## src/design/tsmaf_pkg.sv

```systemverilog
package tsmaf_pkg;

  localparam int DATA_W       = 12;
  localparam int MEDIAN_TAPS  = 5;
  localparam int AVERAGE_TAPS = 4;

  localparam int MPOS_W  = (MEDIAN_TAPS > 1) ? $clog2(MEDIAN_TAPS) : 1;
  localparam int APOS_W  = (AVERAGE_TAPS > 1) ? $clog2(AVERAGE_TAPS) : 1;
  localparam int MFILL_W = $clog2(MEDIAN_TAPS + 1);
  localparam int AFILL_W = $clog2(AVERAGE_TAPS + 1);
  localparam int SUM_W   = DATA_W + ((AVERAGE_TAPS > 1) ? $clog2(AVERAGE_TAPS) : 1);
  localparam int REM_W   = AFILL_W + 1;

  localparam int CNT_MAX_A = (MEDIAN_TAPS > AVERAGE_TAPS) ? MEDIAN_TAPS : AVERAGE_TAPS;
  localparam int CNT_MAX   = (CNT_MAX_A > SUM_W) ? CNT_MAX_A : SUM_W;
  localparam int CNT_W     = $clog2(CNT_MAX);

  localparam logic OP_SAMPLE  = 1'b0;
  localparam logic OP_RESTART = 1'b1;

  typedef enum logic [6:0] {
    S_IDLE  = 7'b0000001,
    S_CLAMP = 7'b0000010,
    S_RANK  = 7'b0000100,
    S_AVGW  = 7'b0001000,
    S_SUM   = 7'b0010000,
    S_DIV   = 7'b0100000,
    S_OUT   = 7'b1000000
  } state_t;

  typedef struct packed {
    logic load;
    logic restart;
    logic clamp;
    logic rank;
    logic avg_wr;
    logic sum;
    logic div;
    logic out_load;
  } cmd_t;

  typedef struct packed {
    logic rank_last;
    logic sum_last;
    logic div_last;
    logic out_free;
  } sts_t;

endpackage

```

## src/design/tsmaf_ctrl.sv

```systemverilog
module tsmaf_ctrl (
  input  logic            clk,
  input  logic            rst_n,
  input  logic            in_valid,
  input  logic            in_operation,
  output logic            in_stall,
  input  tsmaf_pkg::sts_t sts,
  output tsmaf_pkg::cmd_t cmd
);
  import tsmaf_pkg::*;

  state_t state_r;
  state_t state_nxt;
  logic   accept;

  assign in_stall = (state_r != S_IDLE);
  assign accept   = in_valid && (state_r == S_IDLE);

  always_comb begin
    state_nxt    = state_r;
    cmd          = '0;
    case (state_r)
      S_IDLE: begin
        if (accept) begin
          cmd.load = 1'b1;
          if (in_operation == OP_RESTART) begin
            cmd.restart = 1'b1;
          end else begin
            state_nxt = S_CLAMP;
          end
        end
      end
      S_CLAMP: begin
        cmd.clamp = 1'b1;
        state_nxt = S_RANK;
      end
      S_RANK: begin
        cmd.rank = 1'b1;
        if (sts.rank_last) begin
          state_nxt = S_AVGW;
        end
      end
      S_AVGW: begin
        cmd.avg_wr = 1'b1;
        state_nxt  = S_SUM;
      end
      S_SUM: begin
        cmd.sum = 1'b1;
        if (sts.sum_last) begin
          state_nxt = S_DIV;
        end
      end
      S_DIV: begin
        cmd.div = 1'b1;
        if (sts.div_last) begin
          state_nxt = S_OUT;
        end
      end
      S_OUT: begin
        if (sts.out_free) begin
          cmd.out_load = 1'b1;
          state_nxt    = S_IDLE;
        end
      end
      default: state_nxt = S_IDLE;
    endcase
  end

  always_ff @(posedge clk) begin
    if (!rst_n) begin
      state_r <= S_IDLE;
    end else begin
      state_r <= state_nxt;
    end
  end

endmodule

```

## src/design/tsmaf_dp.sv

```systemverilog
module tsmaf_dp (
  input  logic                         clk,
  input  logic                         rst_n,
  input  logic                         cfg_wr_en,
  input  logic [tsmaf_pkg::DATA_W-1:0] cfg_wr_data,
  input  logic [tsmaf_pkg::DATA_W-1:0] in_sample,
  input  tsmaf_pkg::cmd_t              cmd,
  output tsmaf_pkg::sts_t              sts,
  output logic                         out_valid,
  input  logic                         out_stall,
  output logic [tsmaf_pkg::DATA_W-1:0] out_filtered
);
  import tsmaf_pkg::*;

  logic [DATA_W-1:0]  max_jump_r;
  logic [DATA_W-1:0]  sample_r;
  logic [DATA_W-1:0]  last_r;
  logic               seeded_r;
  logic [DATA_W-1:0]  mwin_r [MEDIAN_TAPS];
  logic [MPOS_W-1:0]  mpos_r;
  logic [MFILL_W-1:0] mfill_r;
  logic [DATA_W-1:0]  awin_r [AVERAGE_TAPS];
  logic [APOS_W-1:0]  apos_r;
  logic [AFILL_W-1:0] afill_r;
  logic [DATA_W-1:0]  med_r;
  logic [SUM_W-1:0]   sum_r;
  logic [AFILL_W-1:0] rem_r;
  logic [CNT_W-1:0]   cnt_r;
  logic               out_valid_r;
  logic [DATA_W-1:0]  out_filtered_r;

  logic [DATA_W-1:0]  abs_diff;
  logic [DATA_W-1:0]  clamped;
  logic [DATA_W-1:0]  cand;
  logic [MFILL_W-1:0] rank;
  logic               cand_ok;
  logic [DATA_W-1:0]  aw_sel;
  logic               aw_ok;
  logic [REM_W-1:0]   rem_sh;
  logic [REM_W-1:0]   rem_sub;
  logic               q_bit;

  assign abs_diff = (sample_r > last_r) ? (sample_r - last_r) : (last_r - sample_r);
  assign clamped  = (seeded_r && (abs_diff > max_jump_r)) ? last_r : sample_r;

  // stable rank of the candidate among the filled entries
  assign cand    = mwin_r[cnt_r[MPOS_W-1:0]];
  assign cand_ok = ({{MFILL_W{1'b0}}, cnt_r} < {{CNT_W{1'b0}}, mfill_r});
  always_comb begin
    rank = '0;
    for (int j = 0; j < MEDIAN_TAPS; j++) begin
      if ((MFILL_W'(j) < mfill_r) &&
          ((mwin_r[j] < cand) ||
           ((mwin_r[j] == cand) && ({{MFILL_W{1'b0}}, CNT_W'(j)} <
                                    {{MFILL_W{1'b0}}, cnt_r})))) begin
        rank = rank + MFILL_W'(1);
      end
    end
  end

  assign aw_sel = awin_r[cnt_r[APOS_W-1:0]];
  assign aw_ok  = ({{AFILL_W{1'b0}}, cnt_r} < {{CNT_W{1'b0}}, afill_r});

  // restoring division, one quotient bit a cycle
  assign rem_sh  = {rem_r, sum_r[SUM_W-1]};
  assign q_bit   = (rem_sh >= {1'b0, afill_r});
  assign rem_sub = q_bit ? (rem_sh - {1'b0, afill_r}) : rem_sh;

  assign sts.rank_last = (cnt_r == CNT_W'(MEDIAN_TAPS - 1));
  assign sts.sum_last  = (cnt_r == CNT_W'(AVERAGE_TAPS - 1));
  assign sts.div_last  = (cnt_r == CNT_W'(SUM_W - 1));
  assign sts.out_free  = !out_valid_r || !out_stall;

  assign out_valid    = out_valid_r;
  assign out_filtered = out_filtered_r;

  always_ff @(posedge clk) begin
    if (!rst_n) begin
      max_jump_r  <= {DATA_W{1'b1}};
      seeded_r    <= 1'b0;
      mpos_r      <= '0;
      mfill_r     <= '0;
      apos_r      <= '0;
      afill_r     <= '0;
      cnt_r       <= '0;
      out_valid_r <= 1'b0;
    end else begin
      if (cfg_wr_en) begin
        max_jump_r <= cfg_wr_data;
      end
      if (cmd.restart) begin
        seeded_r <= 1'b0;
        mpos_r   <= '0;
        mfill_r  <= '0;
        apos_r   <= '0;
        afill_r  <= '0;
      end
      if (cmd.clamp) begin
        seeded_r <= 1'b1;
        mpos_r   <= (mpos_r == MPOS_W'(MEDIAN_TAPS - 1)) ? '0 : mpos_r + MPOS_W'(1);
        if (mfill_r != MFILL_W'(MEDIAN_TAPS)) begin
          mfill_r <= mfill_r + MFILL_W'(1);
        end
      end
      if (cmd.avg_wr) begin
        apos_r <= (apos_r == APOS_W'(AVERAGE_TAPS - 1)) ? '0 : apos_r + APOS_W'(1);
        if (afill_r != AFILL_W'(AVERAGE_TAPS)) begin
          afill_r <= afill_r + AFILL_W'(1);
        end
      end
      if (cmd.clamp || cmd.avg_wr || (cmd.rank && sts.rank_last) ||
          (cmd.sum && sts.sum_last) || (cmd.div && sts.div_last)) begin
        cnt_r <= '0;
      end else if (cmd.rank || cmd.sum || cmd.div) begin
        cnt_r <= cnt_r + CNT_W'(1);
      end
      if (cmd.out_load) begin
        out_valid_r <= 1'b1;
      end else if (!out_stall) begin
        out_valid_r <= 1'b0;
      end
    end
  end

  always_ff @(posedge clk) begin
    if (cmd.load) begin
      sample_r <= in_sample;
    end
    if (cmd.clamp) begin
      last_r         <= clamped;
      mwin_r[mpos_r] <= clamped;
    end
    if (cmd.rank && cand_ok && (rank == (mfill_r >> 1))) begin
      med_r <= cand;
    end
    if (cmd.avg_wr) begin
      awin_r[apos_r] <= med_r;
      sum_r          <= '0;
      rem_r          <= '0;
    end
    if (cmd.sum && aw_ok) begin
      sum_r <= sum_r + {{(SUM_W - DATA_W){1'b0}}, aw_sel};
    end
    if (cmd.div) begin
      rem_r <= rem_sub[AFILL_W-1:0];
      sum_r <= {sum_r[SUM_W-2:0], q_bit};
    end
    if (cmd.out_load) begin
      out_filtered_r <= sum_r[DATA_W-1:0];
    end
  end

endmodule

```

## src/design/touch_sample_median_average_filter_core.sv

```systemverilog
// Touch coordinate filter: jump clamp against the last accepted sample (limit
// max_jump, written on cfg_wr_en), 5-tap median, then 4-tap truncated mean.
// One beat is taken at a time. A sample beat runs through the clamp, 5 rank
// steps over the median window, the average window write, 4 accumulate steps,
// a 14-step bit-serial divide by the fill count and the output load, plus any
// wait on out_stall for an earlier result, before out_valid rises; the next
// beat is taken only after that load. in_stall is low only while idle; a
// restart beat (operation 1) clears the windows and gives no result. The next
// beat may be taken while a result waits.
module touch_sample_median_average_filter_core (
  input  logic                         clk,
  input  logic                         rst_n,
  input  logic                         cfg_wr_en,
  input  logic [tsmaf_pkg::DATA_W-1:0] cfg_wr_data,
  input  logic                         in_valid,
  output logic                         in_stall,
  input  logic                         in_operation,
  input  logic [tsmaf_pkg::DATA_W-1:0] in_sample,
  output logic                         out_valid,
  input  logic                         out_stall,
  output logic [tsmaf_pkg::DATA_W-1:0] out_filtered
);
  import tsmaf_pkg::*;

  cmd_t cmd;
  sts_t sts;

  tsmaf_ctrl u_ctrl (
    .clk          (clk),
    .rst_n        (rst_n),
    .in_valid     (in_valid),
    .in_operation (in_operation),
    .in_stall     (in_stall),
    .sts          (sts),
    .cmd          (cmd)
  );

  tsmaf_dp u_dp (
    .clk          (clk),
    .rst_n        (rst_n),
    .cfg_wr_en    (cfg_wr_en),
    .cfg_wr_data  (cfg_wr_data),
    .in_sample    (in_sample),
    .cmd          (cmd),
    .sts          (sts),
    .out_valid    (out_valid),
    .out_stall    (out_stall),
    .out_filtered (out_filtered)
  );

endmodule
```

## config.mk

```make
export PLATFORM = sky130hd
export DESIGN_NAME = touch_sample_median_average_filter_core
export DESIGN_NICKNAME = d
export VERILOG_FILES = /design/src/design/tsmaf_pkg.sv /design/src/design/tsmaf_ctrl.sv /design/src/design/tsmaf_dp.sv /design/src/design/touch_sample_median_average_filter_core.sv
export SDC_FILE = /design/constraint.sdc
export NUM_CORES = 1
export LEC_CHECK = 0
export BUFFER_PORTS_ARGS = -buffer_cell sky130_fd_sc_hd__buf_2
export CORE_ASPECT_RATIO = 1.4
export CORE_MARGIN = 2
export CORE_UTILIZATION = 44
export CTS_CLUSTER_SIZE = 24
export DETAILED_ROUTE_END_ITERATION = 12
export GPL_TIMING_DRIVEN = 1
export SYNTH_ARGS = -nofsm -noshare
export SYNTH_HDL_FRONTEND = slang
export SYNTH_SLANG_ARGS = --single-unit
```

## constraint.sdc

```tcl
create_clock -name clk -period 15.1 [get_ports clk]
set_input_delay 0.755 -clock clk [delete_from_list [all_inputs] [get_ports clk]]
set_output_delay 0.755 -clock clk [all_outputs]
set_load 0.1 [all_outputs]
```

==> run summary, run 1 <==
Status - complete, no violations
Post-synth top area cell - edfxtp_1
Dpl ws - 7677 ps
Initial antenna violation count - 0
Initial core utilization - 44.50%
Post-Place Cells - 1456
Post_cts resized - 0
CP Data Required Time - 15340 ps
Fin area - 14970 um2
Dpl cell area - 14020 um2
Pwr dens - 115.8 nW/um2
Setup WS post-layout - 7746 ps
Global-route wire length before repair - 45620 um
Final setup fails - 0
Number of synthesized flops with an enable pin - 209
Seq/Total Area, Yosys - 52.97%
Hold WC Path Type - in -> reg
Int Pwr - 1.295 mW
Post-synth ARST share - 0%
Post-CTS Setup Inserts - 0
Max Slew Vio Count - 0
Crit path top cell by count - a21o_1
Comb pwr share - 14.8%
Cell count after synthesis - 1038
CTS sink cnt - 248
FF-to-FF setup slack - 7750 ps
Crit-path cells - buf_4 > mux4_2 > mux2i_1 > ha_1 > a21o_1 > a21o_1 > a21o_1 > a21o_1 > a21o_1 > a21o_1 > a211oi_1 > o32a_1 > ha_1 > or2_2 > o22ai_1 > ha_1 > and2_2 > or2_2 > ha_1 > a211o_2 > a21oi_2 > xnor2_1 > a2111oi_2 > buf_4
Critical path startpoint category - flip-flop
Final WL - 28420 um
Flop pwr share - 45.0%
IO Count - 44
Fmax - 0.1360 GHz
#FFs+latches synth - 248
H-tree depth - 1
WL per Instance - 18.91 um
Total via count in the routed design - 8346
Clock buffer count from CTS - 26
Post-route setup TNS - 0 ps
Register clock-pin slew on the reported worst setup and hold paths - 70 ps
DR vias/cell - 5.553
Top-area cell type share of the netlist area - 47.11%
Number of port buffers - 43
Switching Share - 25.26%
RSZ-0062 raised after global routing - no
Clk root buf - clkbuf_16
Die area - 31700 um2
Worst path arrival time - 7590 ps
Finished Layout Cells - 1503
Post-Syn Area - 13320 um2
Routability cong. - 0.8893
Layout cell share with drive strength beyond 1 - 16.37%
Post-Syn Area per Cell - 12.83 um2
YS warnings - 0
Ant diodes - 0
Max-Cap Viols - 0
Highest cell delay on the worst timing path - 690 ps
Tightest Pin Transition - 1260 ps
CTS Buffer Depth - 3
Vias in the first global route - 8755
Hold slack final - 384.4 ps
Hold buffer count at cts - 0
Row count - 75
Leakage power - 5.631 nW
Clock tree from TritonCTS - yes
Most frequent cells after synthesis - edfxtp_1 (209), ha_1 (131), inv_1 (80), nand2_1 (64), a21oi_1 (48)
Nets@finish - 1264
Core Box Area - 29940 um2
Most common cell in the synthesized netlist - edfxtp_1
Die span in x - 151.1 um
GR Overflow Total - 0
Worst Skew - 15.61 ps
Ys flop type - edfxtp_1
Worst IR Drop VDD - 0.09743 mV
Hold Fails Final Rpt - 0
Clock network power share - 40.2%
CP max-delay cell - dfxtp_1
Syn nets - 1203
Crit Path Class - reg -> reg
Die Y - 209.9 um
Distinct cells, synth - 78
# fillers - 2612
Overall Power - 1.733 mW
Largest cells by area after synthesis - edfxtp_1 (47%), ha_1 (12%), mux4_2 (6.1%)
Minimum clock period - 7354 ps
Sw Pwr - 0.4377 mW
Largest net degree at the start of global routing - 33
Drt initial violations - 457
Critical path endpoint category - flip-flop
Layout Utilization - 50.00%
Critical path peak fanout - 24
DRC Markers - 0
Clk Latency, worst-skew pair - 540 ps
TritonRoute pass-1 iters - 6
Synth-to-Final Area Change - 12.35%
Total track usage - 18.56%
Period utilisation layout - 48.70%
Post-DP HPWL - 21810 um
Post-DRT Antenna Nets - 0
Slew headroom - 15.64%
kinds of logic after synthesis:
kind of cell	count (synthesis)	synth area share, %
buffers and inverters	106	3.344
and+or+nand+nor	249	9.946
muxes	70	8.688
DFF	248	52.97
AOI/OAI and AO/OA	206	10.57
adders and majority gates	135	12.91
xor gates and xnor gates	24	1.578
power groups by stage:
| stage | Sequential (mW) | Clock, mW | Combinational (mW) |
|---|---|---|---|
| global route | 0.780 | 0.740 | 0.291 |
| global placement | 0.793 | 0 | 0.255 |
| finish | 0.779 | 0.697 | 0.257 |
| CTS | 0.779 | 0.712 | 0.260 |
| floorplan | 0.789 | 0 | 0.193 |
| detailed placement | 0.793 | 0 | 0.258 |
worst max-delay path: cells and delay by family (launching register included):
kind,cells,cell delay [ps]
buffers and inverters,2,720
adder cells (fa/ha/maj),4,1080
flip-flops,1,690
multiplexers,2,840
XOR/XNOR,1,90
AND/OR/NAND/NOR,3,760
AO/OA/AOI/OAI,12,2840
path summary, 6_finish.rpt:
kind | from | endpoint | cells after the start
setup / recovery | flip-flop | u_dp.med_r[8] | 24
hold / removal | in_sample[0] | u_dp.sample_r[0] | 1
hold reg to reg | u_dp.med_r[7] | u_dp.awin_r[2][7] | 0
setup reg to reg | flip-flop | u_dp.med_r[8] | 24
cells in the final DEF (no fill, tap or decap), types with 14 or more instances in the layout:
cell type | netlist | routed
nor3_1 | 18 | 18
o21ai_0 | 36 | 36
nand3_1 | 26 | 26
a21o_1 | 21 | 21
buf_4 | 0 | 15
mux4_2 | 36 | 36
clkbuf_16 | 0 | 27
nor2_1 | 42 | 42
buf_2 | 7 | 43
mux2i_1 | 29 | 29
nand2_1 | 64 | 64
ha_1 | 131 | 131
dfxtp_1 | 39 | 38
a21oi_1 | 48 | 48
inv_1 | 80 | 80
nand4_1 | 21 | 21
o211ai_1 | 21 | 21
edfxtp_1 | 209 | 209
xnor2_1 | 14 | 14
nor2b_1 | 14 | 14
layer usage:
metal,vias to the layer above,routed length [um],global-route usage [%]
met1,4090,10630,19.66
met5,-,0,0
met4,0,843,6.639
li1,4101,-,-
met2,104,16270,36.88
met3,51,672,2.043
registers in the layout (all words and copies together), names as in the netlist, 2 cells and up, named ones only:
name and flops:
u_dp.cnt_r 4, u_dp.sum_r 14, u_dp.awin_r 48, u_dp.sample_r 12
u_dp.mpos_r 3, u_dp.out_filtered 12, u_dp.mwin_r 96, u_dp.apos_r 2
u_ctrl.state_r 7, u_dp.rem_r 3, u_dp.last_r 12, u_dp.med_r 12
u_dp.afill_r 3, u_dp.mfill_r 3, u_dp.max_jump_r 12
final cells by class:
cell class	instances	area [um2]	area share (%)
clock buffers	28	679.4	4.539
clock inverters	19	266.5	1.781
inverters	81	304.0	2.031
multi-input cells	684	5849	39.08
flip-flops and latches	248	7058	47.16
well taps	385	481.7	3.219
repair buffers	58	327.8	2.190
Note: power is estimated with default switching activity, not from simulation.
==> run 2: changes to the inputs <==
- clock period: 15.1 -> 5.88 ns (I/O delays scaled with it)
==> run 2 against run 1 <==
Sequential power increased to 2.6 times the previous value. Combinational power rose to 2.7 times the previous value. Utilization rose by 1.8 points. Register-to-register slack got worse by 7600 ps. Wire length up 4.6%. Non-clock buffer count rose by 48. Clock power increased by 140%. Global-route usage increased by 0.71 points. Maximum frequency up 29%. Clock-buffer cell count grew 1. Final cell count increased by 3.1%. Largest cell class unchanged.
==> run summary, run 2 (same netlist as run 1, synthesis figures left out) <==
Fmax - 0.1750 GHz
Largest Register - u_dp.mwin_r
CP max-delay cell - mux4_2
Hold WC Path Type - in -> reg
Setup WS post-layout - 166.0 ps
Nets@finish - 1312
Post-DP HPWL - 22480 um
Total via count in the routed design - 8598
Drt initial violations - 310
Leakage power - 5.835 nW
Slew headroom - 33.29%
# fillers - 2539
Die span in x - 151.1 um
Total track usage - 19.27%
Dpl cell area - 14260 um2
Critical path startpoint category - flip-flop
Final WL - 29720 um
Dpl ws - 82.21 ps
Critical path peak fanout - 7
Worst IR Drop VDD - 0.2652 mV
Crit-path cells - mux4_2 > mux2i_4 > ha_4 > a21o_1 > a21o_1 > a21o_1 > a21o_1 > a21o_1 > a21o_1 > a211oi_2 > o32a_1 > ha_4 > or2_4 > o22ai_4 > ha_1 > and2_4 > or2_4 > ha_4 > a211o_4 > a21oi_4 > xnor2_2 > a2111oi_4 > buf_4
Synth-to-Final Area Change - 16.36%
Period utilisation layout - 97.18%
Status - complete, no violations
Post-route setup TNS - 0 ps
Hold Fails Final Rpt - 0
Ant diodes - 0
Max-Cap Viols - 0
Row count - 75
Layout cell share with drive strength beyond 1 - 18.54%
CP Data Required Time - 6130 ps
Max Slew Vio Count - 0
Hold slack final - 60.74 ps
Finished Layout Cells - 1550
Commonest non-fill, non-tap cell in the layout - edfxtp_1
Pwr dens - 282.7 nW/um2
Die area - 31700 um2
Critical path endpoint category - flip-flop
Initial antenna violation count - 0
Worst Skew - 12.96 ps
Max FFs per register - 96
Highest cell delay on the worst timing path - 550 ps
Vias in the first global route - 8967
IO Count - 44
Regs by FF count - u_dp.mwin_r (96), u_dp.awin_r (48), u_dp.sum_r (14)
Clock buffer count from CTS - 26
Clock tree from TritonCTS - yes
Die Y - 209.9 um
Worst path arrival time - 5970 ps
Global-route wire length before repair - 46980 um
Register clock-pin slew on the reported worst setup and hold paths - 70 ps
Most frequent cells in the layout - edfxtp_1 (209), ha_1 (127), inv_1 (80), nand2_1 (64), a21oi_1 (48)
Clk root buf - clkbuf_16
GR Overflow Total - 0
CTS sink cnt - 248
Routability cong. - 0.8789
Final setup fails - 0
DR vias/cell - 5.547
WL per Instance - 19.17 um
DRC Markers - 0
Core Box Area - 29940 um2
Largest net degree at the start of global routing - 33
Crit Path Class - reg -> reg
Number of port buffers - 43
Tightest Pin Transition - 991.5 ps
TritonRoute pass-1 iters - 6
Minimum clock period - 5714 ps
Post-DRT Antenna Nets - 0
Fin area - 15500 um2
H-tree depth - 1
CTS Buffer Depth - 3
Crit path top cell by count - a21o_1
Post-Place Cells - 1475
Initial core utilization - 44.50%
Clk Latency, worst-skew pair - 540 ps
-- run 2: changes by cell type in the layout (fill, tap and decap cells not counted), moves of 3 or more --
| cell | before | now |
|---|---|---|
| mux2i_4 | 0 | 3 |
| ha_1 | 131 | 127 |
| ha_4 | 0 | 4 |
| mux2i_1 | 29 | 26 |
| buf_4 | 15 | 36 |
| dlygate4sd3_1 | 0 | 24 |
| inv_6 | 3 | 0 |
-- run 2: final cells by class --
class                   instances  area [um2]  share of cell area (%)
well taps                     385       481.7                   3.108
clock buffers                  29       683.2                   4.407
flip-flops and latches        248        7062                   45.56
clock inverters                17       191.4                   1.235
inverters                      81       304.0                   1.961
multi-input cells             684        6002                   38.72
repair buffers                106       777.0                   5.013
-- run 2: report_power, final --
part | switching (mW) | internal [mW]
clock | 0.672 | 1.01
sequential | 0.0283 | 1.97
combinational | 0.425 | 0.279
total | 1.13 | 3.26
-- run 2: per-layer routing --
metal	vias up	part of all wire, %	track usage (%)
met5	-	0	0
met4	0	5.4	10.02
met3	74	2.7	2.130
met2	154	55	37.23
met1	4182	36	19.97
li1	4188	-	-
-- run 2: final timing paths --
check / from / to / slack, ps / cells past startpoint
worst max register to register: flip-flop / u_dp.med_r[4] / 170 / 23
worst max-delay path: flip-flop / u_dp.med_r[4] / 170 / 23
worst min-delay path: in_operation / u_ctrl.state_r[0] / 60 / 3
worst min register to register: u_dp.med_r[0] / u_dp.awin_r[3][0] / 500 / 0
-- run 2: repair_timing --
| item | in CTS | in global routing |
|---|---|---|
| endpoints found under the setup margin | 0 | 12 |
| setup buffers | 0 | 4 |
| endpoints found under the hold margin | 24 | 0 |
| gates resized for setup | 0 | 15 |
| hold buffers | 24 | 0 |
-- run 2: through the flow --
step | util [%] | total power, mW
2_1_floorplan | - | 2.526
3_3_place_gp | 47.64 | 2.711
3_5_place_dp | 47.64 | 2.722
4_1_cts | 51.37 | 4.421
5_1_grt | 51.78 | 4.578
6_report | 51.78 | 4.382
-- run 2: worst max-delay path, delay by kind of cell (launching register included) --
| kind | cells | cell delay [ps] |
|---|---|---|
| AO/OA/AOI/OAI | 12 | 2360 |
| multiplexers | 2 | 820 |
| AND/OR/NAND/NOR | 3 | 600 |
| buffers and inverters | 1 | 220 |
| adder cells (fa/ha/maj) | 4 | 880 |
| XOR/XNOR | 1 | 110 |
| flip-flops | 1 | 420 |
==> run 3: changes to the inputs <==
- ABC_AREA: not set -> 0
- REMOVE_ABC_BUFFERS: not set -> 1
==> run 3 against run 2 <==
Combinational power rose by 2%. Sequential power about the same. Critical endpoint is now u_dp.med_r[6]. Non-clock buffer count rose by 25. Maximum frequency is 0.34% higher. Clock skew up 7.4 ps. Largest cell class unchanged. Cell area grew 1.0%. First-iteration DRC count up 20%.
==> run summary, run 3 (same netlist as run 1, synthesis figures left out) <==
Status - complete, no violations
IO Count - 44
Die Y - 209.9 um
Total track usage - 19.56%
Max Slew Vio Count - 0
Core Box Area - 29940 um2
Top delay family on crit path - compound AO/OA/AOI/OAI gates
Clock buffer count from CTS - 25
Slew headroom - 19.31%
Final WL - 30130 um
Tightest Pin Transition - 1206 ps
Largest net degree at the start of global routing - 33
Clk Latency, worst-skew pair - 540 ps
Worst Skew - 20.37 ps
Critical path peak fanout - 6
Leakage power - 5.945 nW
CP Data Required Time - 6120 ps
Highest cell delay on the worst timing path - 490 ps
Most frequent cells in the layout - edfxtp_1 (209), ha_1 (127), inv_1 (80), nand2_1 (64), buf_4 (59)
Ant diodes - 0
Pwr dens - 278.1 nW/um2
Worst IR Drop VDD - 0.2578 mV
Die span in x - 151.1 um
Post-DP HPWL - 22600 um
Nets@finish - 1336
Hold slack final - 78.44 ps
Hold Fails Final Rpt - 0
Layout cell share with drive strength beyond 1 - 20.44%
FF-to-FF setup slack - 190 ps
WL per Instance - 19.14 um
CP max-delay cell - mux4_2
Hold WC Path Type - in -> reg
Layout Utilization - 52.32%
Crit-path cells - mux4_2 > mux2i_1 > buf_4 > ha_4 > a21o_1 > a21o_1 > a21o_1 > a21o_1 > a21o_1 > a21o_1 > a211oi_2 > o32a_1 > ha_4 > or2_4 > o22ai_4 > ha_1 > and2_4 > or2_4 > ha_4 > a211o_4 > a21oi_4 > xnor2_2 > a2111oi_4 > buf_4
DRC Markers - 0
H-tree depth - 1
Worst path bufs/invs - 2
TritonRoute pass-1 iters - 4
Final setup fails - 0
Initial core utilization - 44.50%
Max-Cap Viols - 0
Period utilisation layout - 96.85%
GR Overflow Total - 0
Largest Register - u_dp.mwin_r
Vias in the first global route - 9149
CTS sink cnt - 248
Global-route wire length before repair - 47900 um
Row count - 75
Reg2reg path depth - 24
Critical path endpoint category - flip-flop
Crit Path Class - reg -> reg
Synth-to-Final Area Change - 17.57%
Clk root buf - clkbuf_16
Routability cong. - 0.8655
Regs by FF count - u_dp.mwin_r (96), u_dp.awin_r (48), u_dp.sum_r (14)
Clock tree from TritonCTS - yes
Max FFs per register - 96
Critical Path Stages - 24
Initial antenna violation count - 1
Number of port buffers - 43
Die area - 31700 um2
Minimum clock period - 5695 ps
Register clock-pin slew on the reported worst setup and hold paths - 70 ps
CTS Buffer Depth - 3
Post-DRT Antenna Nets - 0
Hold Path Stages - 3
DR vias/cell - 5.498
Commonest non-fill, non-tap cell in the layout - edfxtp_1
Drt initial violations - 373
Critical path startpoint category - flip-flop
Crit path top cell by count - a21o_1
Total via count in the routed design - 8654
Worst path arrival time - 5930 ps
Fmax - 0.1756 GHz
## run 3: changes by cell type in the layout (fill, tap and decap cells not counted), sizes merged
cell,before,now
buf,82,107
clkbuf,29,27
clkinvlp,5,6
## run 3: metal layers
metal / GRT usage [%] / up-vias / wire (um)
li1: - / 4225 / -
met1: 20.51 / 4244 / 11060
met2: 38.59 / 131 / 17170
met3: 2.022 / 54 / 712
met4: 8.186 / 0 / 1180
met5: 0 / - / 0
## run 3: what timing repair did
action | in CTS | in global routing
cloned | 1 | 0
pin swaps | 10 | 10
setup endpoints to repair | 12 | 12
hold buffers | 24 | 0
setup buffers | 5 | 1
hold endpoints to repair | 24 | 0
gates resized for setup | 14 | 15
## run 3: worst min-delay path, delay by kind of cell
kind	cells	cell delay [ps]
simple gates	1	90
buf+inv	1	100
compound gates	1	80
## run 3: path summary, 6_finish.rpt
| kind | start | end |
|---|---|---|
| setup / recovery | flip-flop | u_dp.med_r[6] |
| hold reg to reg | u_dp.max_jump_r[3] | u_dp.max_jump_r[3] |
| hold / removal | out_stall | u_dp.out_valid |
| setup reg to reg | flip-flop | u_dp.med_r[6] |
## run 3: layout make-up
class / instances / area (um2)
fill: 2550 / 14270
clock inverter: 18 / 203.9
clock buffer: 27 / 633.1
tap: 385 / 481.7
multi-input combinational: 684 / 5998
sequential: 248 / 7061
timing repair buffer: 131 / 980.9
inverter: 81 / 304.0
## run 3: per-stage QoR
stage / setup slack [ps] / TNS [ps] / cells / power (mW) / area, um2
3_3_place_gp: -194.7 / -2328 / 1498 / 2.719 / 14350
2_1_floorplan: -1934 / -23210 / 1013 / 2.517 / 13180
6_report: 185.4 / 0 / 1574 / 4.356 / 15660
4_1_cts: 0.5684 / 0 / 1573 / 4.392 / 15560
5_1_grt: -29.12 / -172.6 / 1574 / 4.555 / 15660
3_5_place_dp: -339.7 / -4066 / 1498 / 2.730 / 14350
## run 3: report_power, final
group	switching (mW)	internal, mW	total [mW]
clock network	0.683	0.956	1.64
registers	0.0268	1.97	2.00
logic	0.432	0.289	0.721
total	1.14	3.21	4.36
